File: config.mk
export PLATFORM = sky130hd
export DESIGN_NAME = block_diagonal_dense_to_coo
export DESIGN_NICKNAME = d
export VERILOG_FILES = /design/src/design/bdc_pkg.sv /design/src/design/bdc_scan.sv /design/src/design/block_diagonal_dense_to_coo.sv
export SDC_FILE = /design/constraint.sdc
export NUM_CORES = 1
export LEC_CHECK = 0
export ABC_CLOCK_PERIOD_IN_PS = 10640
export CAP_MARGIN = 20
export CORE_MARGIN = 3
export CORE_UTILIZATION = 24
export DETAILED_ROUTE_END_ITERATION = 7
export DONT_BUFFER_PORTS = 1
export PLACE_DENSITY = 0.42
export SETUP_SLACK_MARGIN = 0.2
export SLEW_MARGIN = 5
export SYNTH_ARGS = -nofsm -noshare
export SYNTH_HDL_FRONTEND = slang
export SYNTH_SLANG_ARGS = --single-unit
File: constraint.sdc
create_clock -name clk -period 10.64 [get_ports clk]
set_input_delay 1.064 -clock clk [delete_from_list [all_inputs] [get_ports clk]]
set_output_delay 1.064 -clock clk [all_outputs]
set_load 0.02 [all_outputs]
File: src/design/bdc_pkg.sv
// Shared types and constants for the block-diagonal dense-to-COO converter.
// Used by bdc_scan and block_diagonal_dense_to_coo; depends on nothing.
package bdc_pkg;

  localparam int CFG_W     = 11;
  localparam int CFG_IDX_W = 2;
  localparam int SIZE_W    = 17;
  localparam int IDX_W     = 20;
  localparam int WORD_W    = 32;
  localparam int ENTRY_W   = 30;
  localparam int COUNT_W   = 31;

  localparam int S_TDATA_W = 64;
  localparam int M_TDATA_W = 168;

  localparam logic [COUNT_W-1:0] COUNT_MAX = COUNT_W'(1) << (COUNT_W - 1);

  typedef enum logic [CFG_IDX_W-1:0] {
    REG_ROWS   = 2'd0,
    REG_COLS   = 2'd1,
    REG_SLICES = 2'd2
  } cfg_reg_t;

  typedef struct packed {
    logic [CFG_W-1:0] rows;
    logic [CFG_W-1:0] cols;
    logic [CFG_W-1:0] slices;
  } size_cfg_t;

  typedef struct packed {
    logic [IDX_W-1:0]   row_index;
    logic [IDX_W-1:0]   col_index;
    logic [WORD_W-1:0]  value_real;
    logic [WORD_W-1:0]  value_imag;
    logic               entry_valid;
    logic [ENTRY_W-1:0] entry_number;
    logic               is_final;
    logic [COUNT_W-1:0] nonzero_total;
  } coo_entry_t;

endpackage

File: src/design/bdc_scan.sv
// Position tracker and entry builder: walks column, row and slice counters,
// tests each element for zero and forms the COO entry. Depends on bdc_pkg.
module bdc_scan #(
  parameter int MAX_ROWS   = 1024,
  parameter int MAX_COLS   = 1024,
  parameter int MAX_SLICES = 1024
) (
  input  logic                            clk,
  input  logic                            rst,
  input  logic                            accept,
  input  bdc_pkg::size_cfg_t              sizes,
  input  logic [bdc_pkg::WORD_W-1:0]      real_bits,
  input  logic [bdc_pkg::WORD_W-1:0]      imag_bits,
  output logic                            has_result,
  output bdc_pkg::coo_entry_t             entry
);
  import bdc_pkg::*;

  localparam int RPW = (MAX_ROWS > 1) ? $clog2(MAX_ROWS) : 1;
  localparam int CPW = (MAX_COLS > 1) ? $clog2(MAX_COLS) : 1;
  localparam int SPW = (MAX_SLICES > 1) ? $clog2(MAX_SLICES) : 1;

  localparam logic [SIZE_W-1:0] MAX_R = SIZE_W'(MAX_ROWS);
  localparam logic [SIZE_W-1:0] MAX_C = SIZE_W'(MAX_COLS);
  localparam logic [SIZE_W-1:0] MAX_S = SIZE_W'(MAX_SLICES);

  function automatic logic [SIZE_W-1:0] clamp_size(input logic [CFG_W-1:0] v,
                                                   input logic [SIZE_W-1:0] maxv);
    logic [SIZE_W-1:0] r;
    if (v == '0) begin
      r = SIZE_W'(1);
    end else if (SIZE_W'(v) > maxv) begin
      r = maxv;
    end else begin
      r = SIZE_W'(v);
    end
    return r;
  endfunction

  logic [CPW-1:0]     col_pos, col_pos_next;
  logic [RPW-1:0]     row_pos, row_pos_next;
  logic [SPW-1:0]     slice_pos, slice_pos_next;
  logic [IDX_W-1:0]   row_base, row_base_next;
  logic [IDX_W-1:0]   col_base, col_base_next;
  logic [COUNT_W-1:0] nonzero_count, nonzero_count_next;

  logic [SIZE_W-1:0]  rows_eff, cols_eff, slices_eff;
  logic               nonzero, col_end, row_end, slice_end, last;
  logic [COUNT_W-1:0] count_inc;

  always_comb begin
    rows_eff   = clamp_size(sizes.rows, MAX_R);
    cols_eff   = clamp_size(sizes.cols, MAX_C);
    slices_eff = clamp_size(sizes.slices, MAX_S);

    nonzero   = (|real_bits[WORD_W-2:0]) || (|imag_bits[WORD_W-2:0]);
    col_end   = (SIZE_W'(col_pos) + SIZE_W'(1)) >= cols_eff;
    row_end   = (SIZE_W'(row_pos) + SIZE_W'(1)) >= rows_eff;
    slice_end = (SIZE_W'(slice_pos) + SIZE_W'(1)) >= slices_eff;
    last      = col_end && row_end && slice_end;

    // The count stops once its top bit is set, which is exactly COUNT_MAX.
    if (nonzero && !nonzero_count[COUNT_W-1]) begin
      count_inc = nonzero_count + COUNT_W'(1);
    end else begin
      count_inc = nonzero_count;
    end

    has_result          = nonzero || last;
    entry.row_index     = nonzero ? row_base + IDX_W'(row_pos) : '0;
    entry.col_index     = nonzero ? col_base + IDX_W'(col_pos) : '0;
    entry.value_real    = nonzero ? real_bits : '0;
    entry.value_imag    = nonzero ? imag_bits : '0;
    entry.entry_valid   = nonzero;
    if (!nonzero) begin
      entry.entry_number = '0;
    end else if (nonzero_count[COUNT_W-1]) begin
      entry.entry_number = '1;
    end else begin
      entry.entry_number = nonzero_count[ENTRY_W-1:0];
    end
    entry.is_final      = last;
    entry.nonzero_total = count_inc;

    col_pos_next       = col_pos;
    row_pos_next       = row_pos;
    slice_pos_next     = slice_pos;
    row_base_next      = row_base;
    col_base_next      = col_base;
    nonzero_count_next = nonzero_count;
    if (accept) begin
      nonzero_count_next = count_inc;
      if (last) begin
        col_pos_next       = '0;
        row_pos_next       = '0;
        slice_pos_next     = '0;
        row_base_next      = '0;
        col_base_next      = '0;
        nonzero_count_next = '0;
      end else if (!col_end) begin
        col_pos_next = col_pos + CPW'(1);
      end else if (!row_end) begin
        col_pos_next = '0;
        row_pos_next = row_pos + RPW'(1);
      end else begin
        col_pos_next   = '0;
        row_pos_next   = '0;
        slice_pos_next = slice_pos + SPW'(1);
        row_base_next  = row_base + IDX_W'(rows_eff);
        col_base_next  = col_base + IDX_W'(cols_eff);
      end
    end
  end

  always_ff @(posedge clk) begin
    if (rst) begin
      col_pos       <= '0;
      row_pos       <= '0;
      slice_pos     <= '0;
      row_base      <= '0;
      col_base      <= '0;
      nonzero_count <= '0;
    end else begin
      col_pos       <= col_pos_next;
      row_pos       <= row_pos_next;
      slice_pos     <= slice_pos_next;
      row_base      <= row_base_next;
      col_base      <= col_base_next;
      nonzero_count <= nonzero_count_next;
    end
  end

`ifndef NO_ASSERTIONS
  a_count_bound: assert property (@(posedge clk) disable iff (rst)
    nonzero_count <= COUNT_MAX)
    else $error("nonzero count passed its saturation value");

  a_restart_after_final: assert property (@(posedge clk) disable iff (rst)
    accept && last |=> nonzero_count == '0 && col_pos == '0 && row_pos == '0
                       && slice_pos == '0 && row_base == '0 && col_base == '0)
    else $error("counters did not restart after the final element");

  a_idle_holds: assert property (@(posedge clk) disable iff (rst)
    !accept |=> $stable(nonzero_count) && $stable(col_pos) && $stable(row_pos)
                && $stable(slice_pos))
    else $error("position state moved without an accepted beat");
`endif

endmodule

File: src/design/block_diagonal_dense_to_coo.sv
// Each result is registered and appears on the master side in the cycle after its element beat is accepted.
// Throughput: one element per cycle; the single output register is refilled in the
// same cycle that it is drained, so input stalls only while a result waits unread.
// Elements that are zero and not final produce no output beat.
// Reset (synchronous, rst high) empties the output, sets all sizes to 1 and clears
// every position, base and count. Depends on bdc_pkg and bdc_scan.
module block_diagonal_dense_to_coo #(
  parameter int MAX_ROWS   = 1024,
  parameter int MAX_COLS   = 1024,
  parameter int MAX_SLICES = 1024
) (
  input  logic                              clk,
  input  logic                              rst,
  input  logic                              cfg_we,
  input  logic [bdc_pkg::CFG_IDX_W-1:0]     cfg_index,
  input  logic [bdc_pkg::CFG_W-1:0]         cfg_data,
  input  logic                              s_tvalid,
  output logic                              s_tready,
  // [31:0] real_bits, [63:32] imag_bits
  input  logic [bdc_pkg::S_TDATA_W-1:0]     s_tdata,
  output logic                              m_tvalid,
  input  logic                              m_tready,
  // [19:0] row_index, [39:20] col_index, [71:40] value_real, [103:72] value_imag,
  // [133:104] entry_number, [164:134] nonzero_total, [167:165] zero
  output logic [bdc_pkg::M_TDATA_W-1:0]     m_tdata,
  // [0] entry_valid
  output logic                              m_tuser,
  // is_final
  output logic                              m_tlast
);
  import bdc_pkg::*;

  size_cfg_t  sizes;
  coo_entry_t entry;
  coo_entry_t out_entry;
  logic       has_result;
  logic       accept;
  logic       out_valid;

  always_ff @(posedge clk) begin
    if (rst) begin
      sizes.rows   <= CFG_W'(1);
      sizes.cols   <= CFG_W'(1);
      sizes.slices <= CFG_W'(1);
    end else if (cfg_we) begin
      case (cfg_reg_t'(cfg_index))
        REG_ROWS:   sizes.rows   <= cfg_data;
        REG_COLS:   sizes.cols   <= cfg_data;
        REG_SLICES: sizes.slices <= cfg_data;
        default:    ;
      endcase
    end
  end

  assign s_tready = !out_valid || m_tready;
  assign accept   = s_tvalid && s_tready;

  bdc_scan #(
    .MAX_ROWS   (MAX_ROWS),
    .MAX_COLS   (MAX_COLS),
    .MAX_SLICES (MAX_SLICES)
  ) u_scan (
    .clk        (clk),
    .rst        (rst),
    .accept     (accept),
    .sizes      (sizes),
    .real_bits  (s_tdata[WORD_W-1:0]),
    .imag_bits  (s_tdata[2*WORD_W-1:WORD_W]),
    .has_result (has_result),
    .entry      (entry)
  );

  always_ff @(posedge clk) begin
    if (rst) begin
      out_valid <= 1'b0;
    end else if (accept) begin
      out_valid <= has_result;
    end else if (m_tready) begin
      out_valid <= 1'b0;
    end
  end

  always_ff @(posedge clk) begin
    if (accept && has_result) begin
      out_entry <= entry;
    end
  end

  assign m_tvalid = out_valid;
  assign m_tuser  = out_entry.entry_valid;
  assign m_tlast  = out_entry.is_final;
  assign m_tdata  = {3'b000,
                     out_entry.nonzero_total,
                     out_entry.entry_number,
                     out_entry.value_imag,
                     out_entry.value_real,
                     out_entry.col_index,
                     out_entry.row_index};

`ifndef NO_ASSERTIONS
  a_stall_blocks_input: assert property (@(posedge clk) disable iff (rst)
    m_tvalid && !m_tready |-> !s_tready)
    else $error("input taken while a result waits unread");

  a_empty_is_final: assert property (@(posedge clk) disable iff (rst)
    m_tvalid && !m_tuser |-> m_tlast)
    else $error("beat without an entry that is not the final one");

  a_entry_below_total: assert property (@(posedge clk) disable iff (rst)
    m_tvalid && m_tuser |-> COUNT_W'(m_tdata[133:104]) < m_tdata[164:134])
    else $error("entry number not below the running total");
`endif

endmodule
Word level (Yosys, flattened, before mapping)
Cells that the tools add are included.
W data, S select, Z words.
- word-level logic and storage cells: 86
- bits of input ports: 82
- register bits: 302
- $lt $le $gt $ge: 6
- equal/unequal tests: 2
- add/subtract/negate cells: 11
- mux-type cells: 25
- reduce and logical (&&, ||, !) cells: 24
- operators with widths (operator ; count):
    $mux W20 ; 6
    $mux W10 ; 8
    $mux W31 ; 2
    $reduce_or A31 Y1 ; 2
    $ge A17 B17 Y1 ; 3
    $mux W17 ; 3
    $add A20 B10 Y20 ; 2
    $add A20 B17 Y20 ; 2
    $add A10 B1 Y11 const B ; 3
    $gt A11 B11 Y1 const B ; 3
    $logic_not A11 Y1 ; 3
    $mux W11 ; 3
    $add A31 B1 Y31 const B ; 1
    $add A10 B1 Y10 const B ; 3
    $mux W30 ; 1
    $reduce_and A2 Y1 ; 4
    $reduce_bool A2 Y1 ; 3
    $logic_and A1 B1 Y1 ; 5
    $logic_or A1 B1 Y1 ; 3
    $reduce_and A3 Y1 ; 1
    $eq A2 B1 Y1 const B ; 1
    $eq A2 B2 Y1 const B ; 1
    $logic_not A1 Y1 ; 2
    $logic_not A2 Y1 ; 1
    $mux W1 ; 2

Logic depth before layout (Yosys ltp)
- depth in word-level cells: 8
- mapped depth: 15

Cells and area by module
A second synthesis with hierarchy kept.
- cell total of the unflattened synthesis: 1501
- area, all modules: 15200.8 um2
- by module, submodules not included (module ; cells an instance ; sequential area each (um2) ; area each (um2) ; times used):
    bdc_scan ; 1201 ; 2021.9 ; 8769.7 ; 1
    block_diagonal_dense_to_coo ; 300 ; 5695.5 ; 6431.2 ; 1

Worst setup path after synthesis
Ideal clock, no wire load.
- kind: input -> register
- from: input s_tdata[29] (netlist name)
- to: register out_entry (netlist bit m_tdata[0]), enable pin
- buffers on the path: 3
- required time: 9268 ps
- setup time: 1372 ps
- slack: 3949 ps
- arrival time: 5319 ps
- stages on the path: 9
- path through: nor4_1 nand4_1 nor4_2 buf_2 buf_2 buf_2 inv_1 nand2_1 nand2_1
- RTL lines (what ; RTL line ; source):
    start, declared ; block_diagonal_dense_to_coo.sv:20 ; input logic [bdc_pkg::S_TDATA_W-1:0] s_tdata,
    end signal, assigned ; block_diagonal_dense_to_coo.sv:85 ; out_entry <= entry;
    end, declared ; block_diagonal_dense_to_coo.sv:35 ; coo_entry_t out_entry;

Worst setup path after layout
- from: register u_scan.row_pos[0]
- to: register out_entry (netlist bit m_tdata[162]), enable pin
- cells in the longest elaborated chain, start to end: 6
- ends and longest elaborated chain (what ; RTL line ; source):
    start, declared ; bdc_scan.sv:41 ; logic [RPW-1:0] row_pos, row_pos_next;
    start signal, assigned ; bdc_scan.sv:125 ; row_pos <= row_pos_next;
    $add A10 B1 Y11 ; bdc_scan.sv:58 ; row_end = (SIZE_W'(row_pos) + SIZE_W'(1)) >= rows_eff;
    $ge A17 B17 Y1 ; bdc_scan.sv:58 ;
    $logic_and A1 B1 Y1 (2 in a row) ; bdc_scan.sv:60 ; last = col_end && row_end && slice_end;
    $logic_or A1 B1 Y1 ; bdc_scan.sv:69 ; has_result = nonzero || last;
    $logic_and A1 B1 Y1 ; block_diagonal_dense_to_coo.sv:84 ; if (accept && has_result) begin
No other way between the ends.
A chain may end at the register's enable or synchronous reset.

==> results.toml <==
[sta]
skew_ns = 0.0177
worstMarginPinSlew_ns = 1.03
finalCriticalPeriod_ns = 4.64
hold_ws_ns = 0.481
fmax_ghz = 0.215
fin_setup_tns_ns = 0
maxSlewViolCount = 0
finalSetupViolCount = 0
hold_viol = 0
post-route-period-util = 0.436
max_slew_margin = 0.312
rsz0062_at_grt = "false"

[cts]
post_cts_buffers = 0
clk_pin_slew_ns = 0.06
cts_tree = "yes"
clockBufferDepth = 3
cts-root-buf = "clkbuf_16"
hold_buffers = 0
clk_latency_ns = 0.55
h-tree-depth = 2
post_cts_resized = 0
cts.sinks = 302
cts_made_buffers = 37

[synth]
yosysTopAreaCell = "edfxtp_1"
yosysWarnings = 0
synthFlopType = "edfxtp_1"
avgSynthCellArea_sq_um = 10.0
synthTopCellsByCount = "196 x nor2_1, 167 x edfxtp_1, 135 x dfxtp_1"
synthTopCellsByArea = "edfxtp_1 33%, dfxtp_1 18%, ha_1 6.5%"
syn_area_sq_um = 15300
synth_most_common_cell = "nor2_1"
ys_types = 71
ys_seq_area_frac = 0.505
async_reset_ff_frac = 0
synth.ff_latch_count = 302
yosys.area.top_type_share = 0.328
syn-instance-count = 1527
synth_edf_count = 167

[detailed_routing]
vias_per_cell = 4.71
wl_microns = 45400
num_vias = 10900
dr.pass1.iters = 5
ant_nets = 0
drc_errors = 0
wl_per_cell_microns = 19.5
drtIter0Drc = 704

[status]
status = "complete, no violations"

[grt]
grt_pass1_wl_microns = 68200
first_global_vias = 10900
grt_max_degree = 87
grt_usage = 0.131
overflow = 0
antenna_found_initial = 0

[floorplan]
core_area_sq_um = 62300
start_util = 0.245
fp-row-count = 91
ios = 254
die_area_sq_um = 66700
die_y_microns = 258
die_x_microns = 258

[critical_path]
end_kind = "register"
max_stage_delay_ns = 0.74
path_cells = "ha_1, and3_1, and3_1, and3_1, xor2_1, ha_1, a211oi_1, o2bb2ai_1, a31oi_4, buf_4, nand3_1, nand2_4, buf_4"
cp_num_buf_inv = 2
worstPathArrival_ns = 4.81
critPathSlowestCell = "buf_4"
start_kind = "register"
cp.required_ns = 10.80
crit_type = "reg2reg"
setup.reg_to_reg.worst_slack_ns = 6.00
cpMostUsedCell = "and3_1"
cp_top_family = "simple AND/OR/NAND/NOR gates"
crit_path_max_fanout = 61

[layout]
num_antenna_cells = 0
area_growth_pct = 13.4
nets = 1622
layout-drive-gt1-share = 0.0740

[pwr]
p_leak_uw = 0.00678
peakVddDrop_v = 0.0000810
total_power_uw = 3100
power.density_nw_per_um2 = 179

[run]
max_cap_violations = 0

[placement]
gp_congestion = 0.830
place_hpwl_microns = 33000
port_buffers = 0

[worst_hold_path]
hold_path.class = "reg2reg"
-- power by group --
part / switching [uW] / internal (uW) / total, uW
Combinational: 178 / 66.9 / 245
Sequential: 131 / 1330 / 1460
Clock: 537 / 853 / 1390
Total: 846 / 2250 / 3100
-- registers in the layout, indices dropped and copies added, names as in the netlist --
name                  flops
m_tvalid                  1
u_scan.col_pos           10
u_scan.row_base          20
u_scan.nonzero_count     31
u_scan.col_base          20
m_tdata                 165
sizes                    33
m_tuser                   1
u_scan.slice_pos         10
u_scan.row_pos           10
m_tlast                   1
-- layout by cell type (no fill, tap or decap), types with 36 or more instances in the layout --
cell       synthesis  layout
inv_1             53      53
clkbuf_16          0      39
ha_1              79      79
nand2_1           99      98
xnor2_1           36      36
nor2_1           196     196
o21ai_0           75      74
edfxtp_1         167     167
a21oi_1           71      70
dfxtp_1          135     135
xor2_1            70      70
-- per-layer routing --
layer / wire length (microns) / track usage / vias up
li1: - / - / 5324
met1: 19200 / 0.158 / 5235
met2: 21300 / 0.222 / 312
met3: 3500 / 0.0424 / 68
met4: 1350 / 0.0440 / 0
met5: 0 / 0 / -
-- cell families (layout without fill, tap and decap cells) --
| family | Yosys count | in the layout | synth area share |
|---|---|---|---|
| simple gates | 539 | 539 | 0.176 |
| flops | 302 | 302 | 0.505 |
| other cells | 1 | 3 | 0.000246 |
| compound gates | 277 | 277 | 0.116 |
| buf+inv | 182 | 139 | 0.0475 |
| mux | 37 | 37 | 0.0244 |
| xor+xnor | 106 | 106 | 0.0608 |
| fa+ha+maj | 83 | 83 | 0.0700 |
-- area by class of cell --
cell class                 instances  area (sq um)
sequential                       302          7720
tap                              837          1050
fill                            6506         45000
clock inverter                    24           328
clock buffer                      44          1000
multi-input combinational       1045          6890
timing repair buffer              16           124
inverter                          55           206
-- through the flow --
| step | utilization | area, sq um | worst slack [ns] | std cells |
|---|---|---|---|---|
| 2_1_floorplan | - | 15300 | 3.95 | 1529 |
| 3_3_place_gp | 0.256 | 16000 | 6.05 | 2253 |
| 3_5_place_dp | 0.257 | 16000 | 5.99 | 2254 |
| 4_1_cts | 0.278 | 17300 | 5.97 | 2322 |
| 5_1_grt | 0.278 | 17300 | 5.72 | 2323 |
| 6_report | 0.278 | 17300 | 6.00 | 2323 |
-- final timing paths --
path,from,cells after the start,to
worst min-delay path,u_scan.slice_pos[9],2,u_scan.slice_pos[9]
worst min register to register,u_scan.slice_pos[9],2,u_scan.slice_pos[9]
worst max register to register,u_scan.row_pos[0],13,m_tdata[162]
worst max-delay path,u_scan.row_pos[0],13,m_tdata[162]
-- worst reg2reg max path, cell delays in order (launching register included) --
cell	delay [ns]
dfxtp_1	0.36
ha_1	0.25
and3_1	0.22
and3_1	0.22
and3_1	0.22
xor2_1	0.15
ha_1	0.30
a211oi_1	0.12
o2bb2ai_1	0.19
a31oi_4	0.14
buf_4	0.40
nand3_1	0.27
nand2_4	0.59
buf_4	0.78
Power figures use the tool's default switching activity.
